--- config.mk ---
export PLATFORM = sky130hd
export DESIGN_NAME = boundary_phase_winding_counter_top
export DESIGN_NICKNAME = d
export VERILOG_FILES = /design/src/hdl/bpwc_pkg.sv /design/src/hdl/bpwc_sequencer.sv /design/src/hdl/boundary_phase_winding_counter_top.sv
export VERILOG_INCLUDE_DIRS = /design/src /design/src/hdl
export SDC_FILE = /design/constraint.sdc
export NUM_CORES = 1
export LEC_CHECK = 0
export ABC_CLOCK_PERIOD_IN_PS = 13400
export BUFFER_PORTS_ARGS = -buffer_cell sky130_fd_sc_hd__buf_2
export CAP_MARGIN = 20
export CORE_ASPECT_RATIO = 1.4
export CORE_MARGIN = 2
export CORE_UTILIZATION = 58
export DETAILED_ROUTE_END_ITERATION = 10
export PLACE_DENSITY = 0.75
export RECOVER_POWER = 100
export SYNTH_ARGS = -nofsm -noshare
export SYNTH_HDL_FRONTEND = slang
export SYNTH_SLANG_ARGS = --single-unit
--- constraint.sdc ---
create_clock -name clk -period 13.4 [get_ports clk]
set_clock_uncertainty 0.05 [all_clocks]
set_input_delay 1.34 -clock clk [delete_from_list [all_inputs] [get_ports clk]]
set_output_delay 1.34 -clock clk [all_outputs]
set_load 0.02 [all_outputs]
--- src/hdl/boundary_phase_winding_counter_top_defines.svh ---
// Assertion macros shared by the winding counter RTL.
`ifndef BOUNDARY_PHASE_WINDING_COUNTER_TOP_DEFINES_SVH
`define BOUNDARY_PHASE_WINDING_COUNTER_TOP_DEFINES_SVH

// Same-cycle implication, checked outside reset.
`define BPWC_ASSERT_NOW(label, clk_s, rst_s, ante, cons) \
  label: assert property (@(posedge clk_s) disable iff (rst_s) (ante) |-> (cons)) \
    else $error("winding counter check failed");

// Next-cycle implication, checked outside reset.
`define BPWC_ASSERT_NEXT(label, clk_s, rst_s, ante, cons) \
  label: assert property (@(posedge clk_s) disable iff (rst_s) (ante) |=> (cons)) \
    else $error("winding counter check failed");

`endif

--- src/hdl/bpwc_pkg.sv ---
package bpwc_pkg;

  localparam int MAX_POINTS    = 4096;
  localparam int CORDIC_STEPS  = 16;
  localparam int COUNT_LIMIT   = (MAX_POINTS < 8191) ? MAX_POINTS : 8191;

  localparam int ANGLE_W = 16;
  localparam int COUNT_W = 14;
  localparam int XY_W    = 28;  // 24-bit scaled input plus CORDIC gain and sqrt(2)
  localparam int Z_W     = 26;  // fine angle, 2^-24 turn units
  localparam int ATAN_N  = 24;
  localparam int ATAN_IW = 5;
  localparam int ATAN_W  = 23;

  localparam logic signed [Z_W-1:0] HALF_PI_FINE = 26'sd4194304;
  localparam logic signed [16:0]    ANGLE_THRESHOLD = 17'sd49152;
  localparam logic signed [COUNT_W-1:0] COUNT_LIM = COUNT_W'(COUNT_LIMIT);

  // Micro-ops
  localparam logic [2:0] OP_NOP     = 3'd0;
  localparam logic [2:0] OP_LOAD    = 3'd1;
  localparam logic [2:0] OP_ITER    = 3'd2;
  localparam logic [2:0] OP_ROUND   = 3'd3;
  localparam logic [2:0] OP_ADVANCE = 3'd4;
  localparam logic [2:0] OP_CLOSE   = 3'd5;
  localparam logic [2:0] OP_EMIT    = 3'd6;

  // Jump conditions
  localparam logic [2:0] COND_NEXT      = 3'd0;
  localparam logic [2:0] COND_ALWAYS    = 3'd1;
  localparam logic [2:0] COND_NO_INPUT  = 3'd2;
  localparam logic [2:0] COND_ITER_MORE = 3'd3;
  localparam logic [2:0] COND_NOT_LAST  = 3'd4;
  localparam logic [2:0] COND_OUT_BUSY  = 3'd5;

  // Program addresses
  localparam logic [2:0] STEP_IDLE    = 3'd0;
  localparam logic [2:0] STEP_ITER    = 3'd1;
  localparam logic [2:0] STEP_ROUND   = 3'd2;
  localparam logic [2:0] STEP_ADVANCE = 3'd3;
  localparam logic [2:0] STEP_CLOSE   = 3'd4;
  localparam logic [2:0] STEP_EMIT    = 3'd7;

  typedef struct packed {
    logic [2:0] op;
    logic [2:0] cond;
    logic [2:0] target;
  } bpwc_ctrl_t;

  typedef struct packed {
    logic in_valid;
    logic iter_more;
    logic last;
    logic out_busy;
  } bpwc_flags_t;

  // atan(2^-i) in 2^-24 turn units
  function automatic logic [ATAN_W-1:0] atan_fine(input logic [ATAN_IW-1:0] idx);
    logic [ATAN_W-1:0] v;
    case (idx)
      5'd0:  v = 23'd2097152;
      5'd1:  v = 23'd1238021;
      5'd2:  v = 23'd654136;
      5'd3:  v = 23'd332050;
      5'd4:  v = 23'd166669;
      5'd5:  v = 23'd83416;
      5'd6:  v = 23'd41718;
      5'd7:  v = 23'd20860;
      5'd8:  v = 23'd10430;
      5'd9:  v = 23'd5215;
      5'd10: v = 23'd2608;
      5'd11: v = 23'd1304;
      5'd12: v = 23'd652;
      5'd13: v = 23'd326;
      5'd14: v = 23'd163;
      5'd15: v = 23'd81;
      5'd16: v = 23'd41;
      5'd17: v = 23'd20;
      5'd18: v = 23'd10;
      5'd19: v = 23'd5;
      5'd20: v = 23'd3;
      5'd21: v = 23'd1;
      5'd22: v = 23'd1;
      default: v = 23'd0;
    endcase
    return v;
  endfunction

endpackage

--- src/hdl/bpwc_sequencer.sv ---
module bpwc_sequencer (
  input  logic                  clk,
  input  logic                  rst,
  input  bpwc_pkg::bpwc_flags_t flags,
  output bpwc_pkg::bpwc_ctrl_t  ctrl
);
  import bpwc_pkg::*;

  logic [2:0] pc;
  logic [2:0] pc_next;
  logic       taken;

  // Microprogram: one control word per step
  function automatic bpwc_ctrl_t program_rom(input logic [2:0] addr);
    bpwc_ctrl_t w;
    case (addr)
      STEP_IDLE:    w = '{op: OP_LOAD,    cond: COND_NO_INPUT,  target: STEP_IDLE};
      STEP_ITER:    w = '{op: OP_ITER,    cond: COND_ITER_MORE, target: STEP_ITER};
      STEP_ROUND:   w = '{op: OP_ROUND,   cond: COND_NEXT,      target: STEP_IDLE};
      STEP_ADVANCE: w = '{op: OP_ADVANCE, cond: COND_NOT_LAST,  target: STEP_IDLE};
      STEP_CLOSE:   w = '{op: OP_CLOSE,   cond: COND_ALWAYS,    target: STEP_EMIT};
      STEP_EMIT:    w = '{op: OP_EMIT,    cond: COND_OUT_BUSY,  target: STEP_EMIT};
      default:      w = '{op: OP_NOP,     cond: COND_ALWAYS,    target: STEP_IDLE};
    endcase
    return w;
  endfunction

  assign ctrl = program_rom(pc);

  always_comb begin
    case (ctrl.cond)
      COND_NEXT:      taken = 1'b0;
      COND_ALWAYS:    taken = 1'b1;
      COND_NO_INPUT:  taken = !flags.in_valid;
      COND_ITER_MORE: taken = flags.iter_more;
      COND_NOT_LAST:  taken = !flags.last;
      COND_OUT_BUSY:  taken = flags.out_busy;
      default:        taken = 1'b1;
    endcase
    // fall through wraps from the emit step back to idle
    pc_next = taken ? ctrl.target : pc + 3'd1;
  end

  always_ff @(posedge clk) begin
    if (rst) begin
      pc <= STEP_IDLE;
    end else begin
      pc <= pc_next;
    end
  end

endmodule

--- src/hdl/boundary_phase_winding_counter_top.sv ---
// Channel   Direction  Handshake            Payload
// input     in         in_valid / in_stall  sample_real, sample_imag, last_point
// output    out        out_valid / out_stall winding_count (last sample only)
//
// Each sample passes through an accept step, CORDIC_STEPS iterations of the
// shared shift-add unit, then round and compare; a last sample adds a close
// step and an emit step.
// Reset (rst, synchronous) clears the microprogram counter, run state and
// output valid. out_stall holds the emit step only while a prior result still
// waits; a new sample is taken while the output register is occupied.
`include "boundary_phase_winding_counter_top_defines.svh"

module boundary_phase_winding_counter_top #(
  parameter int CORDIC_STEPS = bpwc_pkg::CORDIC_STEPS
) (
  input  logic                                clk,
  input  logic                                rst,
  input  logic                                in_valid,
  output logic                                in_stall,
  input  logic signed [15:0]                  sample_real,
  input  logic signed [15:0]                  sample_imag,
  input  logic                                last_point,
  output logic                                out_valid,
  input  logic                                out_stall,
  output logic signed [bpwc_pkg::COUNT_W-1:0] winding_count
);
  import bpwc_pkg::*;

  localparam int ITER_W = $clog2(CORDIC_STEPS);

  bpwc_ctrl_t  ctrl;
  bpwc_flags_t flags;

  // CORDIC datapath
  logic signed [XY_W-1:0]    x;
  logic signed [XY_W-1:0]    y;
  logic signed [Z_W-1:0]     z;
  logic [ITER_W-1:0]         iter_cnt;
  logic                      zero_in;
  logic                      last_reg;
  logic signed [ANGLE_W-1:0] angle;

  // Run state
  logic signed [ANGLE_W-1:0] first_angle;
  logic signed [ANGLE_W-1:0] previous_angle;
  logic signed [COUNT_W-1:0] running_count;
  logic                      run_started;

  logic                      in_accept;
  logic                      out_busy;
  logic                      emit_fire;
  logic signed [XY_W-1:0]    re_ext;
  logic signed [XY_W-1:0]    im_ext;
  logic signed [XY_W-1:0]    xs;
  logic signed [XY_W-1:0]    ys;
  logic signed [Z_W-1:0]     atan_step;
  logic signed [Z_W-1:0]     z_round;

  // Adjust the count by one step between two angles, saturating at the limit
  function automatic logic signed [COUNT_W-1:0] count_step(
    input logic signed [COUNT_W-1:0] cnt,
    input logic signed [ANGLE_W-1:0] from_a,
    input logic signed [ANGLE_W-1:0] to_a
  );
    logic signed [16:0]        d;
    logic signed [COUNT_W-1:0] r;
    d = {to_a[ANGLE_W-1], to_a} - {from_a[ANGLE_W-1], from_a};
    r = cnt;
    if (d < -ANGLE_THRESHOLD) begin
      if (cnt < COUNT_LIM) r = cnt + 14'sd1;
    end else if (d > ANGLE_THRESHOLD) begin
      if (cnt > -COUNT_LIM) r = cnt - 14'sd1;
    end
    return r;
  endfunction

  assign in_stall  = (ctrl.op != OP_LOAD);
  assign in_accept = in_valid && !in_stall;
  assign out_busy  = out_valid && out_stall;
  assign emit_fire = (ctrl.op == OP_EMIT) && !out_busy;

  assign flags.in_valid  = in_valid;
  assign flags.iter_more = (iter_cnt != ITER_W'(CORDIC_STEPS - 1));
  assign flags.last      = last_reg;
  assign flags.out_busy  = out_busy;

  bpwc_sequencer u_seq (
    .clk   (clk),
    .rst   (rst),
    .flags (flags),
    .ctrl  (ctrl)
  );

  // Inputs scaled by 2^8 into the CORDIC width
  assign re_ext = {{(XY_W-24){sample_real[15]}}, sample_real, 8'b0};
  assign im_ext = {{(XY_W-24){sample_imag[15]}}, sample_imag, 8'b0};

  assign xs        = x >>> iter_cnt;
  assign ys        = y >>> iter_cnt;
  assign atan_step = {{(Z_W-ATAN_W){1'b0}}, atan_fine(ATAN_IW'(iter_cnt))};
  assign z_round   = z + 26'sd128;

  // CORDIC unit: load with quadrant fold, iterate, round to a binary angle
  always_ff @(posedge clk) begin
    case (ctrl.op)
      OP_LOAD: begin
        if (in_accept) begin
          zero_in  <= (sample_real == 16'sd0) && (sample_imag == 16'sd0);
          last_reg <= last_point;
          iter_cnt <= '0;
          if (sample_real[15] && !sample_imag[15]) begin
            // left half, upper: rotate by -pi/2
            x <= im_ext;
            y <= -re_ext;
            z <= HALF_PI_FINE;
          end else if (sample_real[15]) begin
            // left half, lower: rotate by +pi/2
            x <= -im_ext;
            y <= re_ext;
            z <= -HALF_PI_FINE;
          end else begin
            x <= re_ext;
            y <= im_ext;
            z <= '0;
          end
        end
      end
      OP_ITER: begin
        iter_cnt <= iter_cnt + ITER_W'(1);
        if (y > 0) begin
          x <= x + ys;
          y <= y - xs;
          z <= z + atan_step;
        end else begin
          x <= x - ys;
          y <= y + xs;
          z <= z - atan_step;
        end
      end
      OP_ROUND: begin
        // round half up, wrap to 16 bits so +pi reads as -pi
        angle <= zero_in ? '0 : z_round[ANGLE_W+7:8];
      end
      default: begin
      end
    endcase
  end

  // Run state and output register
  always_ff @(posedge clk) begin
    if (rst) begin
      first_angle    <= '0;
      previous_angle <= '0;
      running_count  <= '0;
      run_started    <= 1'b0;
      out_valid      <= 1'b0;
    end else begin
      if (out_valid && !out_stall && !emit_fire) out_valid <= 1'b0;
      case (ctrl.op)
        OP_ADVANCE: begin
          if (!run_started) begin
            first_angle   <= angle;
            running_count <= '0;
            run_started   <= 1'b1;
          end else begin
            running_count <= count_step(running_count, previous_angle, angle);
          end
          previous_angle <= angle;
        end
        OP_CLOSE: begin
          // close the loop from the last angle back to the first
          running_count <= count_step(running_count, previous_angle, first_angle);
        end
        OP_EMIT: begin
          if (emit_fire) begin
            out_valid      <= 1'b1;
            first_angle    <= '0;
            previous_angle <= '0;
            running_count  <= '0;
            run_started    <= 1'b0;
          end
        end
        default: begin
        end
      endcase
    end
  end

  always_ff @(posedge clk) begin
    if (emit_fire) winding_count <= running_count;
  end

  // Accepted sample must go straight into the iteration step
  `BPWC_ASSERT_NEXT(a_accept_to_iter, clk, rst, in_accept, ctrl.op == OP_ITER)
  // Emission drops the run state and raises the output
  `BPWC_ASSERT_NEXT(a_emit_clears, clk, rst, emit_fire,
                    out_valid && !run_started && running_count == 14'sd0)
  // Count never leaves the saturation window
  `BPWC_ASSERT_NOW(a_count_range, clk, rst, 1'b1,
                   running_count <= COUNT_LIM && running_count >= -COUNT_LIM)

endmodule

==> flow_metrics.py <==
metrics = {
    "sta": {
        "finalSetupViolCount": 0,
        "rsz0062_at_grt": "false",
        "fin_ws_ns": 4.453,
        "tns_ns": 0,
        "worstMarginPinSlew_ns": 3.896,
        "hold_viol_final": 0,
        "finalMaxSlewViolations": 283,
        "min_period_over_period_pct": 66.77,
        "max_freq_ghz": 0.1118,
        "finalCriticalPeriod_ns": 8.947,
        "slew-limit-headroom_pct": -159.7,
    },
    "synth": {
        "ys_top_cells_by_area": "edfxtp_1 (18%), ha_1 (8.9%), dfxtp_1 (7.7%)",
        "synthesis.instances": 2188,
        "syn-num-nets": 2364,
        "yosysUniqueCellTypes": 105,
        "syn_area_per_cell_sq_um": 8.646,
        "ys_warn_count": 0,
        "synth_edf_count": 116,
        "synth_largest_area_cell": "edfxtp_1",
        "yosysSeqAreaShare_pct": 26.14,
        "netlist_area_sq_um": 18920,
        "async_reset_ff_share_pct": 0,
        "yosys_most_used_dff": "edfxtp_1",
        "yosys_register_bits": 189,
        "synth_top_area_share_pct": 18.41,
    },
    "worst_setup_path": {
        "rr_worst_depth": 19,
        "slowest_stage": "clkbuf_1",
        "critPathTopFamily": "compound AO/OA/AOI/OAI gates",
        "cp.arrival_ns": 9.24,
        "critical_path_class": "register to register",
        "cp_max_fo": 58,
        "timing.rr.start": "iter_cnt[0]",
        "critPathLaunchType": "register",
        "worstSetupStartpoint": "iter_cnt[0]",
        "critPathRequiredTime_ns": 13.69,
        "worst-path-buf-inv": 3,
        "worstPathCellList": "clkbuf_1 > mux4_2 > mux4_2 > inv_1 > ha_1 > nand2_1 > o21ai_0 > fa_1 > a21o_1 > a21o_1 > a2111oi_0 > o31ai_1 > clkbuf_1 > a211o_1 > o311ai_0 > a21boi_0 > o21ba_1 > o31ai_1 > o22a_1",
        "slowest_delay_ns": 2.75,
        "ff2ff_setup_slack_ns": 4.45,
        "critPathCaptureType": "register",
        "crit_cells": 19,
    },
    "cells_and_area": {
        "drive_gt1_share_pct": 9.502,
        "fillCellCount": 2876,
        "areaGrowthSynthToFinish_pct": 5.331,
        "nNetsFinal": 2352,
        "diodes": 0,
        "top_regs": "x: 28 flops, y: 28 flops, z: 24 flops",
    },
    "global_routing": {
        "grt_first_pass_wirelength_mm": 85.55,
        "grt_antenna_before_repair": 0,
        "grt_max_degree": 78,
        "grt_remaining_overflow": 0,
        "track_usage_pct": 31.69,
        "grt_pass1_vias": 16681,
    },
    "routing": {
        "avgRoutedWirePerCell_microns": 20.43,
        "drtAntennaViolNets": 0,
        "drc": 0,
        "drt-initial-drc-count": 1373,
        "wl_mm": 53.70,
        "dr.pass1.iters": 6,
        "drt-vias-per-instance": 6.547,
        "via_count": 17211,
    },
    "floorplanning": {
        "io_pins": 53,
        "dieHeight_microns": 217.7,
        "core_area_sq_um": 32300,
        "die_area_sq_um": 34100,
        "rows": 78,
        "start_util_pct": 58.56,
        "fp.dieW_microns": 156.6,
    },
    "placed_design": {
        "hpwl_mm": 40.97,
        "portBuffers": 52,
        "place_ws_ns": 6.845,
        "place.gp.congestion": 0.9758,
    },
    "clocking": {
        "clkTransAtPathRegs_ns": 0.08,
        "cts_setup_buffers": 0,
        "ctsRootBufferMaster": "clkbuf_16",
        "cts_buffers": 17,
        "htree_num_levels": 4,
        "cts_tree": "built",
        "clk_path_buf_depth": 2,
        "ctsResizeCount": 0,
        "clkLatencyLatePin_ns": 0.47,
        "postCtsHoldBufs": 0,
        "clkSinkCount": 189,
    },
    "job": {
        "cap_violations": 6,
    },
    "run_status": {
        "outcome": "finished, violations left",
        "violations": "max-capacitance violations, max-slew violations",
    },
    "worst_hold_path": {
        "holdPathStages": 2,
        "min_from": "first_angle[0]",
        "worstHoldPathType": "register to register",
    },
}
[stage by stage]
step	area, sq um	hold slack, ns	util, %	instances
global placement	19400	0.3946	60.04	2594
finish	19930	0.4070	61.69	2629
floorplan	18920	0.3564	-	2188
CTS	19960	0.4103	61.78	2626
global route	19930	0.4364	61.69	2629
detailed placement	19400	0.4014	60.04	2594
[synthesized netlist by cell type (22+ instances only)]
master and n:
edfxtp_1 116, clkbuf_1 69, mux4_2 59, or3_1 23, a21o_1 40, o21ai_0 131, nor2_1 171, dfxtp_1 73
o21a_1 22, a31oi_1 25, nand3_1 75, mux2i_1 52, nor3_1 70, o31ai_1 31, nand2b_1 25, nand2_1 208
o211ai_1 36, ha_1 134, xnor2_1 89, xor2_1 84, and3_1 29, inv_1 93, a21oi_1 160
[final timing paths]
kind                                       end
worst max-delay path                     y[26]
worst min-delay path            first_angle[0]
worst max register to register           y[26]
worst min register to register  first_angle[0]
[per-layer routing]
metal  up-vias  track usage (%)  part of all wire (%)
li1       8184                -                     -
met1      8178            35.73                    38
met2       668            58.88                    52
met3       181            4.074                   5.2
met4         0            14.37                   4.7
met5         -                0                     0
[cells in the final DEF (no fill, tap or decap), drive strengths merged, types with 29 or more instances in the layout]
cell type,count
inv,99
clkbuf,48
ha,134
nand2,209
o31ai,32
o21ai,139
buf,44
edfxtp,116
nand3,75
a21o,40
nor2,174
xnor2,89
mux2i,53
xor2,84
dfxtp,73
o211ai,36
nor3,74
a21oi,161
mux4,62
and3,29
[worst reg2reg max path, stage by stage (launching register included)]
cell and delay [ns]:
edfxtp_1 0.44, clkbuf_1 2.75, mux4_2 0.85, mux4_2 0.51, inv_1 0.10, ha_1 0.22, nand2_1 0.05, o21ai_0 0.15
fa_1 0.49, a21o_1 0.17, a21o_1 0.20, a2111oi_0 0.54, o31ai_1 0.17, clkbuf_1 0.22, a211o_1 0.36, o311ai_0 0.52
a21boi_0 0.34, o21ba_1 0.25, o31ai_1 0.26, o22a_1 0.19
[area by class of cell]
| cell class | instances | area [sq um] | share of cell area, % |
|---|---|---|---|
| clock buffer | 17 | 425.4 | 2.135 |
| timing repair buffer | 75 | 387.9 | 1.947 |
| inverter | 96 | 361.6 | 1.815 |
| multi-input combinational | 1797 | 13120 | 65.84 |
| tap | 440 | 550.5 | 2.763 |
| clock inverter | 15 | 136.4 | 0.6844 |
| sequential | 189 | 4945 | 24.81 |
[cell families (layout without fill, tap and decap cells)]
kind of cell,after synthesis,in the layout,share of synthesized area (%)
AO/OA/AOI/OAI,604,604,20.96
XOR/XNOR,173,173,8.009
adder cells (fa/ha/maj),139,139,9.392
buffers and inverters,202,203,4.577
flip-flops,189,189,26.14
multiplexers,135,135,11.50
AND/OR/NAND/NOR,746,746,19.42
Power is not shown: default switching activity piles up to over one toggle a cycle in this logic, so the estimate is an artifact.
